## src/hdl/sfd_pkg.sv

```systemverilog
// Shared types and constants for the serial frame deframer.
package sfd_pkg;

    localparam int BYTE_W      = 8;
    localparam int CNT_W       = 10;
    localparam int LEN_W       = 17;
    localparam int HDR_BYTES   = 10;
    localparam int LEN_LO_IDX  = 6;
    localparam int LEN_HI_IDX  = 7;

    localparam int OQ_DEPTH    = 3;
    localparam int OQ_PTR_W    = 2;
    localparam int OQ_CNT_W    = 2;

    localparam int PADDR_W     = 3;
    localparam int PDATA_W     = 32;
    localparam int REG_SEL_BIT = 2;

    typedef enum logic {
        CMD_RX   = 1'b0,
        CMD_READ = 1'b1
    } t_cmd;

    typedef enum logic {
        REG_SYNC_FIRST  = 1'b0,
        REG_SYNC_SECOND = 1'b1
    } t_reg_idx;

    typedef struct packed {
        logic [BYTE_W-1:0] sync_first;
        logic [BYTE_W-1:0] sync_second;
    } t_cfg;

    typedef struct packed {
        logic             vld;
        logic             is_read;
        logic             oob;
        logic [CNT_W-1:0] frame_length;
    } t_evt;

    typedef struct packed {
        logic              is_read_reply;
        logic [CNT_W-1:0]  frame_length;
        logic [BYTE_W-1:0] read_data;
    } t_result;

endpackage

```

## src/hdl/sfd_ifs.sv

```systemverilog
// Valid/ready channel interfaces for the deframer input and result beats.
interface sfd_in_if import sfd_pkg::*; ();
    logic              valid;
    logic              ready;
    logic              cmd;
    logic [BYTE_W-1:0] rx_byte;
    logic [CNT_W-1:0]  read_index;

    modport source (output valid, cmd, rx_byte, read_index, input ready);
    modport sink   (input valid, cmd, rx_byte, read_index, output ready);
endinterface

interface sfd_out_if import sfd_pkg::*; ();
    logic              valid;
    logic              ready;
    logic              is_read_reply;
    logic [CNT_W-1:0]  frame_length;
    logic [BYTE_W-1:0] read_data;

    modport source (output valid, is_read_reply, frame_length, read_data, input ready);
    modport sink   (input valid, is_read_reply, frame_length, read_data, output ready);
endinterface

```

## src/hdl/sfd_cfg.sv

```systemverilog
// APB-style register file holding the two sync word bytes.
module sfd_cfg import sfd_pkg::*; (
    input  logic               i_clk,
    input  logic               i_rst_n,
    input  logic               psel,
    input  logic               penable,
    input  logic               pwrite,
    input  logic [PADDR_W-1:0] paddr,
    input  logic [PDATA_W-1:0] pwdata,
    output logic [PDATA_W-1:0] prdata,
    output logic               pready,
    output t_cfg               o_cfg
);

    logic [BYTE_W-1:0] r_sync_first;
    logic [BYTE_W-1:0] r_sync_second;
    logic              wr_en;
    t_reg_idx          reg_idx;

    assign pready   = 1'b1;
    assign reg_idx  = t_reg_idx'(paddr[REG_SEL_BIT]);
    assign wr_en    = psel && penable && pwrite && pready;

    always_ff @(posedge i_clk) begin
        if (!i_rst_n) begin
            r_sync_first  <= '0;
            r_sync_second <= '0;
        end else if (wr_en) begin
            case (reg_idx)
                REG_SYNC_FIRST:  r_sync_first  <= pwdata[BYTE_W-1:0];
                REG_SYNC_SECOND: r_sync_second <= pwdata[BYTE_W-1:0];
                default: ;
            endcase
        end
    end

    always_comb begin
        prdata = '0;
        case (reg_idx)
            REG_SYNC_FIRST:  prdata = PDATA_W'(r_sync_first);
            REG_SYNC_SECOND: prdata = PDATA_W'(r_sync_second);
            default:         prdata = '0;
        endcase
    end

    assign o_cfg.sync_first  = r_sync_first;
    assign o_cfg.sync_second = r_sync_second;

endmodule

```

## src/hdl/sfd_mem.sv

```systemverilog
// Frame buffer: single write port, single read port with registered data.
module sfd_mem import sfd_pkg::*; #(
    parameter int DEPTH = 522,
    parameter int AW    = $clog2(DEPTH)
) (
    input  logic              i_clk,
    input  logic              i_wr_en,
    input  logic [AW-1:0]     i_wr_addr,
    input  logic [BYTE_W-1:0] i_wr_data,
    input  logic              i_rd_en,
    input  logic [AW-1:0]     i_rd_addr,
    output logic [BYTE_W-1:0] o_rd_data
);

    logic [BYTE_W-1:0] r_mem [DEPTH];
    logic [BYTE_W-1:0] r_rd_data;

    always_ff @(posedge i_clk) begin
        if (i_wr_en) begin
            r_mem[i_wr_addr] <= i_wr_data;
        end
    end

    always_ff @(posedge i_clk) begin
        if (i_rd_en) begin
            r_rd_data <= r_mem[i_rd_addr];
        end
    end

    assign o_rd_data = r_rd_data;

endmodule

```

## src/hdl/sfd_ctl.sv

```systemverilog
// Sync hunt, byte counting and length decode; drives the frame buffer ports.
module sfd_ctl import sfd_pkg::*; #(
    parameter int FRAME_BYTES = 522,
    parameter int AW          = $clog2(FRAME_BYTES)
) (
    input  logic              i_clk,
    input  logic              i_rst_n,
    input  logic              i_acc,
    input  logic              i_cmd,
    input  logic [BYTE_W-1:0] i_rx_byte,
    input  logic [CNT_W-1:0]  i_read_index,
    input  t_cfg              i_cfg,
    output logic              o_wr_en,
    output logic [AW-1:0]     o_wr_addr,
    output logic [BYTE_W-1:0] o_wr_data,
    output logic              o_rd_en,
    output logic [AW-1:0]     o_rd_addr,
    output t_evt              o_evt
);

    localparam logic [CNT_W-1:0] FB_CNT = CNT_W'(FRAME_BYTES);
    localparam logic [LEN_W-1:0] FB_LEN = LEN_W'(FRAME_BYTES);

    logic [CNT_W-1:0]  r_cnt, n_cnt;
    logic [CNT_W-1:0]  r_exp, n_exp;
    logic [BYTE_W-1:0] r_len_lo;
    t_evt              r_evt, n_evt;
    logic              store;
    logic              is_rx;
    logic [CNT_W-1:0]  cnt_inc;
    logic [CNT_W-1:0]  exp_upd;
    logic [LEN_W-1:0]  len;

    assign is_rx   = i_acc && (t_cmd'(i_cmd) == CMD_RX);
    assign cnt_inc = r_cnt + CNT_W'(1);
    // Length bytes are little-endian: the low byte was kept at index six,
    // the high byte is the one arriving now.
    assign len     = LEN_W'(HDR_BYTES) + {1'b0, i_rx_byte, r_len_lo};

    always_comb begin
        n_cnt   = r_cnt;
        n_exp   = r_exp;
        store   = 1'b0;
        exp_upd = r_exp;
        n_evt   = '0;
        if (i_acc && (t_cmd'(i_cmd) == CMD_READ)) begin
            n_evt.vld     = 1'b1;
            n_evt.is_read = 1'b1;
            n_evt.oob     = (i_read_index >= FB_CNT);
        end else if (is_rx) begin
            if (r_cnt == '0 && i_rx_byte != i_cfg.sync_first) begin
                n_cnt = r_cnt;
            end else if (r_cnt == CNT_W'(1) && i_rx_byte != i_cfg.sync_second) begin
                n_cnt = (i_rx_byte == i_cfg.sync_first) ? CNT_W'(1) : '0;
            end else if (r_cnt >= FB_CNT) begin
                n_cnt = '0;
                n_exp = '0;
            end else begin
                store = 1'b1;
                if (r_cnt == CNT_W'(LEN_HI_IDX) && len > FB_LEN) begin
                    n_cnt = '0;
                    n_exp = '0;
                end else begin
                    if (r_cnt == CNT_W'(LEN_HI_IDX)) begin
                        exp_upd = len[CNT_W-1:0];
                    end
                    if (exp_upd != '0 && cnt_inc == exp_upd) begin
                        n_evt.vld          = 1'b1;
                        n_evt.frame_length = cnt_inc;
                        n_cnt              = '0;
                        n_exp              = '0;
                    end else begin
                        n_cnt = cnt_inc;
                        n_exp = exp_upd;
                    end
                end
            end
        end
    end

    always_ff @(posedge i_clk) begin
        if (!i_rst_n) begin
            r_cnt <= '0;
            r_exp <= '0;
            r_evt <= '0;
        end else begin
            r_cnt <= n_cnt;
            r_exp <= n_exp;
            r_evt <= n_evt;
        end
    end

    always_ff @(posedge i_clk) begin
        if (store && r_cnt == CNT_W'(LEN_LO_IDX)) begin
            r_len_lo <= i_rx_byte;
        end
    end

    assign o_wr_en   = store;
    assign o_wr_addr = r_cnt[AW-1:0];
    assign o_wr_data = i_rx_byte;
    assign o_rd_en   = i_acc && (t_cmd'(i_cmd) == CMD_READ);
    assign o_rd_addr = i_read_index[AW-1:0];
    assign o_evt     = r_evt;

endmodule

```

## src/hdl/sfd_outq.sv

```systemverilog
// Three-entry result queue that drives the output channel.
module sfd_outq import sfd_pkg::*; (
    input  logic                i_clk,
    input  logic                i_rst_n,
    input  logic                i_push,
    input  t_result             i_data,
    output logic [OQ_CNT_W-1:0] o_level,
    sfd_out_if.source           o_out
);

    t_result             r_data [OQ_DEPTH];
    logic [OQ_PTR_W-1:0] r_wr, r_rd;
    logic [OQ_CNT_W-1:0] r_cnt;
    logic                pop;
    t_result             head;

    function automatic logic [OQ_PTR_W-1:0] ptr_next(input logic [OQ_PTR_W-1:0] p);
        return (p == OQ_PTR_W'(OQ_DEPTH - 1)) ? '0 : p + OQ_PTR_W'(1);
    endfunction

    assign pop  = o_out.valid && o_out.ready;
    assign head = r_data[r_rd];

    always_ff @(posedge i_clk) begin
        if (!i_rst_n) begin
            r_wr  <= '0;
            r_rd  <= '0;
            r_cnt <= '0;
        end else begin
            if (i_push) begin
                r_wr <= ptr_next(r_wr);
            end
            if (pop) begin
                r_rd <= ptr_next(r_rd);
            end
            case ({i_push, pop})
                2'b10:   r_cnt <= r_cnt + OQ_CNT_W'(1);
                2'b01:   r_cnt <= r_cnt - OQ_CNT_W'(1);
                default: r_cnt <= r_cnt;
            endcase
        end
    end

    always_ff @(posedge i_clk) begin
        if (i_push) begin
            r_data[r_wr] <= i_data;
        end
    end

    assign o_level             = r_cnt;
    assign o_out.valid         = (r_cnt != '0);
    assign o_out.is_read_reply = head.is_read_reply;
    assign o_out.frame_length  = head.frame_length;
    assign o_out.read_data     = head.read_data;

endmodule

```

## src/hdl/serial_frame_deframer.sv

```systemverilog
// Serial frame deframer: sync hunt, length-prefixed frame capture and buffer reads.
//
// Each input beat is either a received serial byte or a read of one byte of
// the frame buffer. Received bytes are matched against a two-byte sync word
// (set through the register port); once the sync word is seen, bytes are
// written into the frame buffer, and after the eighth byte the frame length
// is taken as ten plus the little-endian 16-bit value in bytes six and seven.
// A length larger than the buffer drops the frame and restarts the hunt. When
// the last byte of a frame arrives, one result beat carries the frame length;
// a read beat always yields one result beat carrying the stored byte (zero
// for an index beyond the buffer). The block accepts one input beat every
// clock cycle while input ready is high. A result passes through the
// synchronous read of the frame buffer and then through the result queue.
// The three-entry result queue lets input keep flowing while the output side
// stalls briefly; input ready drops only once the queue and the buffer read
// stage together hold three results. The frame buffer is a plain
// FRAME_BYTES-deep byte memory with no clearing after reset, so reading a
// position that has never been written returns an arbitrary byte.
module serial_frame_deframer import sfd_pkg::*; #(
    parameter int FRAME_BYTES = 522
) (
    input  logic               i_clk,
    input  logic               i_rst_n,
    input  logic               psel,
    input  logic               penable,
    input  logic               pwrite,
    input  logic [PADDR_W-1:0] paddr,
    input  logic [PDATA_W-1:0] pwdata,
    output logic [PDATA_W-1:0] prdata,
    output logic               pready,
    sfd_in_if.sink             i_in,
    sfd_out_if.source          o_out
);

    localparam int AW = $clog2(FRAME_BYTES);

    t_cfg                cfg;
    t_evt                evt;
    t_result             push_data;
    logic                acc;
    logic                wr_en, rd_en;
    logic [AW-1:0]       wr_addr, rd_addr;
    logic [BYTE_W-1:0]   wr_data, rd_data;
    logic [OQ_CNT_W-1:0] q_level;
    logic [OQ_CNT_W:0]   occupancy;

    // Results in flight: those queued plus the one in the buffer read stage.
    assign occupancy  = {1'b0, q_level} + (OQ_CNT_W+1)'(evt.vld);
    assign i_in.ready = (occupancy < (OQ_CNT_W+1)'(OQ_DEPTH));
    assign acc        = i_in.valid && i_in.ready;

    sfd_cfg u_cfg (
        .i_clk   (i_clk),
        .i_rst_n (i_rst_n),
        .psel    (psel),
        .penable (penable),
        .pwrite  (pwrite),
        .paddr   (paddr),
        .pwdata  (pwdata),
        .prdata  (prdata),
        .pready  (pready),
        .o_cfg   (cfg)
    );

    sfd_ctl #(
        .FRAME_BYTES (FRAME_BYTES),
        .AW          (AW)
    ) u_ctl (
        .i_clk        (i_clk),
        .i_rst_n      (i_rst_n),
        .i_acc        (acc),
        .i_cmd        (i_in.cmd),
        .i_rx_byte    (i_in.rx_byte),
        .i_read_index (i_in.read_index),
        .i_cfg        (cfg),
        .o_wr_en      (wr_en),
        .o_wr_addr    (wr_addr),
        .o_wr_data    (wr_data),
        .o_rd_en      (rd_en),
        .o_rd_addr    (rd_addr),
        .o_evt        (evt)
    );

    // A write and a read never share a cycle, and a write has landed by the
    // time any later read beat reaches the memory, so no bypass is needed.
    sfd_mem #(
        .DEPTH (FRAME_BYTES),
        .AW    (AW)
    ) u_mem (
        .i_clk     (i_clk),
        .i_wr_en   (wr_en),
        .i_wr_addr (wr_addr),
        .i_wr_data (wr_data),
        .i_rd_en   (rd_en),
        .i_rd_addr (rd_addr),
        .o_rd_data (rd_data)
    );

    always_comb begin
        push_data.is_read_reply = evt.is_read;
        push_data.frame_length  = evt.is_read ? '0 : evt.frame_length;
        push_data.read_data     = (evt.is_read && !evt.oob) ? rd_data : '0;
    end

    sfd_outq u_outq (
        .i_clk   (i_clk),
        .i_rst_n (i_rst_n),
        .i_push  (evt.vld),
        .i_data  (push_data),
        .o_level (q_level),
        .o_out   (o_out)
    );

endmodule

```

## src/flat_wrapper.sv

```systemverilog
// flat-port wrapper written by rule: the top's interface ports become plain ports
module serial_frame_deframer_flat import sfd_pkg::*;
#(
    parameter int FRAME_BYTES = 522
)
  (i_clk, i_rst_n, psel, penable, pwrite, paddr, pwdata, prdata, pready, i_in_valid, i_in_cmd, i_in_rx_byte, i_in_read_index, i_in_ready, o_out_valid, o_out_is_read_reply, o_out_frame_length, o_out_read_data, o_out_ready);
  sfd_in_if i_in_i ();
  sfd_out_if o_out_i ();
  input  logic i_clk;
  input  logic i_rst_n;
  input  logic psel;
  input  logic penable;
  input  logic pwrite;
  input  logic [PADDR_W-1:0] paddr;
  input  logic [PDATA_W-1:0] pwdata;
  output logic [PDATA_W-1:0] prdata;
  output logic pready;
  input wire logic [$bits(i_in_i.valid)-1:0] i_in_valid;
  input wire logic [$bits(i_in_i.cmd)-1:0] i_in_cmd;
  input wire logic [$bits(i_in_i.rx_byte)-1:0] i_in_rx_byte;
  input wire logic [$bits(i_in_i.read_index)-1:0] i_in_read_index;
  output wire logic [$bits(i_in_i.ready)-1:0] i_in_ready;
  output wire logic [$bits(o_out_i.valid)-1:0] o_out_valid;
  output wire logic [$bits(o_out_i.is_read_reply)-1:0] o_out_is_read_reply;
  output wire logic [$bits(o_out_i.frame_length)-1:0] o_out_frame_length;
  output wire logic [$bits(o_out_i.read_data)-1:0] o_out_read_data;
  input wire logic [$bits(o_out_i.ready)-1:0] o_out_ready;
  assign i_in_i.valid = i_in_valid;
  assign i_in_i.cmd = i_in_cmd;
  assign i_in_i.rx_byte = i_in_rx_byte;
  assign i_in_i.read_index = i_in_read_index;
  assign i_in_ready = i_in_i.ready;
  assign o_out_valid = o_out_i.valid;
  assign o_out_is_read_reply = o_out_i.is_read_reply;
  assign o_out_frame_length = o_out_i.frame_length;
  assign o_out_read_data = o_out_i.read_data;
  assign o_out_i.ready = o_out_ready;
  serial_frame_deframer #(.FRAME_BYTES(FRAME_BYTES)) u_core (.i_clk(i_clk), .i_rst_n(i_rst_n), .psel(psel), .penable(penable), .pwrite(pwrite), .paddr(paddr), .pwdata(pwdata), .prdata(prdata), .pready(pready), .i_in(i_in_i), .o_out(o_out_i));
endmodule
```

## config.mk

```make
export PLATFORM = sky130hd
export DESIGN_NAME = serial_frame_deframer_flat
export DESIGN_NICKNAME = d
export VERILOG_FILES = /design/src/hdl/sfd_pkg.sv /design/src/hdl/sfd_ifs.sv /design/src/hdl/sfd_cfg.sv /design/src/hdl/sfd_mem.sv /design/src/hdl/sfd_ctl.sv /design/src/hdl/sfd_outq.sv /design/src/hdl/serial_frame_deframer.sv /design/src/flat_wrapper.sv
export SDC_FILE = /design/constraint.sdc
export NUM_CORES = 2
export LEC_CHECK = 0
export BUFFER_PORTS_ARGS = -buffer_cell sky130_fd_sc_hd__buf_2
export CAP_MARGIN = 30
export CORE_MARGIN = 2
export CORE_UTILIZATION = 57
export CTS_CLUSTER_SIZE = 20
export DETAILED_ROUTE_END_ITERATION = 6
export PLACE_DENSITY = 0.76
export SYNTH_ARGS = -nofsm -noshare
export SYNTH_HDL_FRONTEND = slang
export SYNTH_MEMORY_MAX_BITS = 65536
export SYNTH_SLANG_ARGS = --single-unit
```

## constraint.sdc

```tcl
create_clock -name i_clk -period 2.8 [get_ports i_clk]
set_clock_uncertainty 0.05 [all_clocks]
set_input_delay 0.14 -clock i_clk [delete_from_list [all_inputs] [get_ports i_clk]]
set_output_delay 0.14 -clock i_clk [all_outputs]
set_load 0.1 [all_outputs]
```

; Word-level counts from Yosys, hierarchy flattened
; Memory sizes are Yosys's and may differ from the RTL's. A register that Yosys moved wholly into a read port is not among the register bits.
; Index checks and enable logic that the tools add are counted.
[totals]
ff_bits = 63
ram_bits = 4233
inputBits = 61
wordCells = 107
mem_count = 2
[op_classes]
addsub = 7
n_lt_le_gt_ge = 4
n_eq_ne = 11
mux = 40
bitwise_logic = 8
n_reduce_logical = 23
[memory_table]
columns = name, depth, width, read_ports, rd_clocked_by_memory_dff, write_ports, line
row1 = u_core.u_mem.r_mem, 522, 8, 1, 1, 1, sfd_mem.sv:15  ; logic [BYTE_W-1:0] r_mem [DEPTH];
row2 = u_core.u_outq.r_data, 3, 19, 1, 1, 1, sfd_outq.sv:11  ; t_result r_data [OQ_DEPTH];
[op_table]
columns = operator, n
row1 = $mux W10, 15
row2 = $pmux W32 S2, 1
row3 = $eq A10 B3 Y1 const B, 2
row4 = $ge A10 B10 Y1 const B, 2
row5 = $add A4 B16 Y17 const A, 1
row6 = $gt A17 B10 Y1 const B, 1
row7 = $mux W1, 17
row8 = $ne A8 B8 Y1, 2
row9 = $logic_and A1 B1 Y1, 12
row10 = $add A10 B1 Y10 const B, 1
row11 = $eq A10 B1 Y1 const B, 1
row12 = $eq A10 B10 Y1, 1
row13 = $logic_not A10 Y1, 1
row14 = $mux W2, 5
row15 = $reduce_bool A10 Y1, 1
row16 = $eq A8 B8 Y1, 1
row17 = $mux W8, 1
row18 = $not A1 Y1, 8
row19 = $reduce_or A8 Y1, 1
row20 = $add A2 B1 Y2 const B, 3
row21 = $eq A2 B2 Y1 const B, 3
row22 = $reduce_and A2 Y1, 3
row23 = $pmux W2 S2, 1
row24 = $reduce_and A4 Y1, 1
row25 = other kinds (7), 8

; Depth between registers and ports, before layout
[depth]
depth_word = 18
ltp_mapped = 15
ltp_nobuf = 9

; Cells and area by module
; Synthesis repeated with hierarchy kept, for this count alone.
[unflattened]
hier_cells = 8350
area_unflattened_um2 = 169003.3
[modules_own_cells]
columns = module, n_inst, cells_per_inst, area_each_um2, seq_area_each_um2
row1 = sfd_mem, 1, 7765, 162688.5, 125640.5
row2 = sfd_ctl, 1, 310, 2791.4, 900.9
row3 = sfd_outq, 1, 154, 2418.6, 1871.8
row4 = sfd_cfg, 1, 97, 933.4, 320.3
row5 = serial_frame_deframer, 1, 24, 171.4, 0.0

; Least setup slack after synthesis
; OpenSTA, ideal clock, no wires.
[synth_timing]
kind = reg-to-reg
startpoint = register u_core.u_outq.r_cnt[0] (netlist: u_core.u_outq.o_level[0])
endpoint = memory u_core.u_mem.r_mem[288][0], enable pin
setup_time_ns = 0.370
arrival_time_ns = 4.209
t_required_ns = 2.380
path_slack_ns = -1.829
stages_incl_launch_ff = 11
period_less_slack_ns = 4.629
path_cell_list = dfxtp_1 > ha_1 > ha_1 > a21oi_1 > nand3b_1 > a31oi_1 > nand2_1 > nor3b_1 > nand2_1 > clkbuf_1 > nor2_1
[synth_between]
elab_chain_len = 8
word_cells_on_any_way = 9
classes_between = add/sub: 1 / order compare: 1 / mux: 4 / reduce/logical: 3
[synth_rtl]
columns = item, line
row1 = start: declaration, sfd_outq.sv:13  ; logic [OQ_CNT_W-1:0] r_cnt;
row2 = start signal: assignment, sfd_outq.sv:37  ; 2'b10: r_cnt <= r_cnt + OQ_CNT_W'(1);
row3 = start signal: assignment, sfd_outq.sv:38  ; 2'b01: r_cnt <= r_cnt - OQ_CNT_W'(1);
row4 = start signal: assignment, sfd_outq.sv:39  ; default: r_cnt <= r_cnt;
row5 = $add A2 B1 Y3 (*), serial_frame_deframer.sv:48  ; assign occupancy = {1'b0, q_level} + (OQ_CNT_W+1)'(evt.vld);
row6 = $lt A3 B2 Y1 (*), serial_frame_deframer.sv:49  ; assign i_in.ready = (occupancy < (OQ_CNT_W+1)'(OQ_DEPTH));
row7 = named net i_in_ready, flat_wrapper.sv:22  ; output wire logic [$bits(i_in_i.ready)-1:0] i_in_ready;
row8 = $logic_and A1 B1 Y1 (*), serial_frame_deframer.sv:50  ; assign acc = i_in.valid && i_in.ready;
row9 = $logic_and A1 B1 Y1, sfd_ctl.sv:34  ; assign is_rx = i_acc && (t_cmd'(i_cmd) == CMD_RX);
row10 = $mux W1, sfd_ctl.sv:50  ; end else if (is_rx) begin
row11 = $mux W1 (*), sfd_ctl.sv:46  ; if (i_acc && (t_cmd'(i_cmd) == CMD_READ)) begin
row12 = $mux W1 (*), sfd_mem.sv:19  ; if (i_wr_en) begin
row13 = $mux W1 (implied by the code) (*), sfd_mem.sv:20  ; r_mem[i_wr_addr] <= i_wr_data;
row14 = end: declaration, sfd_mem.sv:15
; Mark *: on every way through the listed nets, which the timed path passes. The rest lies on a longest branch.

; Worst setup path after layout
[layout_timing]
startpoint = register u_core.u_cfg.r_sync_first[4]
endpoint = memory u_core.u_mem.r_mem[473][3], enable pin
[layout_between]
elab_chain_len = 7
[layout_rtl]
columns = item, line
row1 = start: declaration, sfd_cfg.sv:15  ; logic [BYTE_W-1:0] r_sync_first;
row2 = start signal: assignment, sfd_cfg.sv:30  ; REG_SYNC_FIRST: r_sync_first <= pwdata[BYTE_W-1:0];
row3 = $ne A8 B8 Y1, sfd_ctl.sv:51  ; if (r_cnt == '0 && i_rx_byte != i_cfg.sync_first) begin
row4 = $logic_and A1 B1 Y1, sfd_ctl.sv:51
row5 = $mux W1, sfd_ctl.sv:51
row6 = $mux W1, sfd_ctl.sv:50
row7 = $mux W1, sfd_ctl.sv:46
row8 = $mux W1, sfd_mem.sv:19
row9 = $mux W1 (implied by the code), sfd_mem.sv:20
; Every way passes these cells.

==> reports/summary.txt <==
Status - complete, but fails checks
Violated checks - design-rule violations, negative setup slack
Fmax - 320 MHz
Worst EP arrival - 3.71 ns
Worst setup margin - -0.322 ns
Hold Vio Cnt, Final - 0
Relative slew slack - 0.0530
Total Routed Length - 513,000 µm
Crit path max-delay family - buffers and inverters
Wire per inst - 36.7 µm
FF/Latch Area - 0.129 mm²
Syn avg cell area - 20.8 µm²
CTS Buffer Depth - 4
Final period utilization - 1.11
Ys flop type - edfxtp_1
First-pass iteration count of the detailed router - 7
Total power - 134 mW
Layout area overhead - 20.5%
CP Launch Type - flop
CP cell instances - xor2_1 > nor4_1 > buf_4 > nand2_4 > a31oi_4 > nand2_4 > buf_6 > nor2_4 > buf_6 > buf_12 > nand2_8 > buf_12 > nor2_1 > buf_6
Avg Vias per Cell - 6.87
Final min period - 3.12 ns
Critical path's slowest cell - dfxtp_1
Worst skew pair latency - 1.04 ns
TritonCTS clock tree - done
DR DRC count - 1
Initial antenna violation count - 34
Max FO, Critical Path - 16
Final Non-Filler Cells - 13,974
Floorplan die height - 548 µm
Rows - 199
Largest net degree at the start of global routing - 210
PwrDens - 658 mW/mm²
Die footprint - 0.300 mm²
WP data required - 3.39 ns
Final max-slew violation count - 0
Transition time at the pin with the least slew margin - 1.42 ns
CP max stage delay - 0.34 ns
GPL Wtd Cong - 0.944
Vias in the first global route - 94,794
Area occupied by multi-input gates - 0.0397 mm²
CTS H-tree lvls - 5
Critical path buffer and inverter count - 6
Count of distinct cell types in the synthesized netlist - 83
Critical Path Sink Type - flop
Initial Util - 0.573
Sequential-to-total area share from yosys stat - 0.763
Fraction of layout cells with a size suffix above 1 - 0.367
Grt ovf - 0
Vias post-DR - 96,036
ANT nets after route - 0
Core box area - 0.294 mm²
Yosys warns - 0
Max-cap violations - 0
Initial DRC Count - 15,965
Die width - 548 µm
Nets - 9,756
FILL cells - 16,551
First-pass GRT wire length - 713,000 µm
Root Driver - clkbuf_16
RSZ-0062 raised after global routing - true
Aggregate global-route resource usage - 0.337
#FFs+latches synth - 4,306
Num CTS Buffers - 416
Post-DP HPWL - 307,000 µm
Peak VDD IR - 0.000536 V
Ys async rst share - 0
HP Class - input pin to flop
CP Class - flop to flop
Clk sink count - 4,306
Static leakage - 66.4 nW
Crit-path most repeated cell - buf_6
Io pins - 115
Mapped Area - 0.169 mm²
Port Buf Inserts - 63
Post-Syn Instances - 8,126
Number of synthesized flops with an enable pin - 4,249
Placed cells - 13,081
CTS clock-pin slew for the worst setup and hold paths - 0.06 ns
Endpoints failing setup - 3,990
## cells in the mapped netlist (8+ instances only)
cell	instances	area, µm²
clkbuf_1	217	815
buf_4	63	473
a31oi_1	10	62.6
mux4_2	984	22200
buf_2	113	566
nor4_1	11	68.8
a22o_1	9	78.8
a21oi_1	133	666
mux2i_1	400	4000
a2111oi_0	9	78.8
a221oi_1	68	596
buf_1	40	150
nor3_1	38	190
nand4_1	8	50.1
xnor2_1	24	210
nor2b_1	28	175
a22oi_1	23	173
buf_8	12	180
buf_12	10	200
mux2_2	39	439
edfxtp_1	4249	128000
ha_1	8	100
o21ai_0	99	495
o221ai_1	94	823
o22ai_1	62	388
mux4_1	8	210
inv_1	21	78.8
xor2_1	15	131
or3_1	18	113
o211ai_1	16	120
and2_1	19	119
nand3_1	47	235
nand2_1	270	1010
a211oi_1	37	278
nor2_1	668	2510
dfxtp_1	57	1140
buf_6	77	867
## cell families (layout without fill, tap and decap cells)
kind of cell	Yosys count	count (layout)	synth area share
muxes	1431	1431	0.159
AOI/OAI and AO/OA	632	632	0.0263
DFF	4306	4306	0.763
and+or+nand+nor	1153	1153	0.0288
other	2	42	0.0000445
xor gates and xnor gates	39	39	0.00203
buffers and inverters	555	2444	0.0198
adders and majority gates	8	8	0.000594
## what timing repair did
| item | 4_1_cts | 5_1_grt |
|---|---|---|
| hold endpoints to repair | 312 | 0 |
| hold buffers | 57 | 0 |
| pin swaps | 52 | 15 |
| setup endpoints to repair | 4161 | 4208 |
| gates resized for setup | 422 | 226 |
| cloned | 13 | 9 |
| setup buffers | 20 | 7 |
## layout by cell type, fill, tap and decap left out, types with 83 or more instances in the layout
master     netlist  layout
nand2_1        270     238
nor2_4           0     271
edfxtp_1      4249    4249
mux2i_1        400     397
nor2_1         668     320
clkinv_1         2     107
buf_4           63    1084
mux4_2         984     984
clkinv_2         0      85
buf_6           77     177
a21oi_1        133     127
o221ai_1        94      92
clkbuf_16        0     423
buf_12          10     232
clkbuf_1       217      88
o21ai_0         99      83
## registers in the layout (all words and copies together) (netlist names), named ones only
| signal | flops |
|---|---|
| u_core.u_mem.r_mem | 4176 |
| u_core.u_outq.o_level | 2 |
| u_core.u_outq.r_wr | 2 |
| u_core.u_ctl.o_evt | 13 |
| u_core.u_outq.r_data | 57 |
| u_core.u_cfg.r_sync_first | 8 |
| u_core.u_ctl.r_exp | 10 |
| u_core.u_outq.r_rd | 2 |
| u_core.u_cfg.r_sync_second | 8 |
| u_core.u_mem.o_rd_data | 8 |
| u_core.u_ctl.r_len_lo | 8 |
| u_core.u_ctl.o_wr_addr | 10 |
## report_power, final
part	total (mW)	internal [mW]	leakage, nW	switching [mW]
Sequential	70.9	70.8	38.7	0.0556
Clock	54.6	30.0	6.40	24.7
Combinational	8.19	3.01	21.3	5.18
Total	134	104	66.4	29.9
## final timing paths
kind,depth (start not counted),to,slack [ns],startpoint
setup / recovery,14,u_core.u_mem.r_mem[473][3],-0.32,u_core.u_cfg.r_sync_first[4]
hold reg to reg,2,u_core.u_ctl.r_exp[5],0.44,u_core.u_ctl.r_exp[5]
setup reg to reg,14,u_core.u_mem.r_mem[473][3],-0.32,u_core.u_cfg.r_sync_first[4]
hold / removal,2,u_core.u_mem.r_mem[167][7],0.06,i_in_rx_byte[7]
## layout make-up
cell class	instances	area share
Antenna cell	17	0.000209
Clock buffer	510	0.0533
Clock inverter	259	0.0114
Inverter	23	0.000505
Multi-Input combinational cell	3288	0.195
Sequential cell	4306	0.634
Tap cell	3919	0.0241
Timing Repair Buffer	1652	0.0818
## worst reg2reg max path, stage by stage (launching register included)
cell	delay [ns]
dfxtp_1	0.34
xor2_1	0.17
nor4_1	0.31
buf_4	0.20
nand2_4	0.06
a31oi_4	0.22
nand2_4	0.12
buf_6	0.16
nor2_4	0.10
buf_6	0.13
buf_12	0.13
nand2_8	0.13
buf_12	0.23
nor2_1	0.25
buf_6	0.19
## through the flow
step	worst slack (ns)	util	hold slack (ns)	TNS [ns]	area [µm²]
after floorplan	-0.479	-	0.189	-1607.37	170000
after global placement	-1.25	0.633	0.345	-465.44	186000
after detailed placement	-1.20	0.633	0.354	-496.78	186000
after CTS	-0.242	0.687	0.000543	-170.97	202000
after global routing	-0.363	0.691	0.0508	-705.01	203000
final	-0.322	0.691	0.0648	-493.77	203000
## routing by layer
layer,vias up,global-route usage,share of wire
li1,36757,-,-
met1,49357,0.433,0.33
met2,8287,0.510,0.46
met3,1607,0.0941,0.14
met4,28,0.220,0.076
met5,-,0,0.00038
Note: power is estimated with default switching activity, not from simulation.
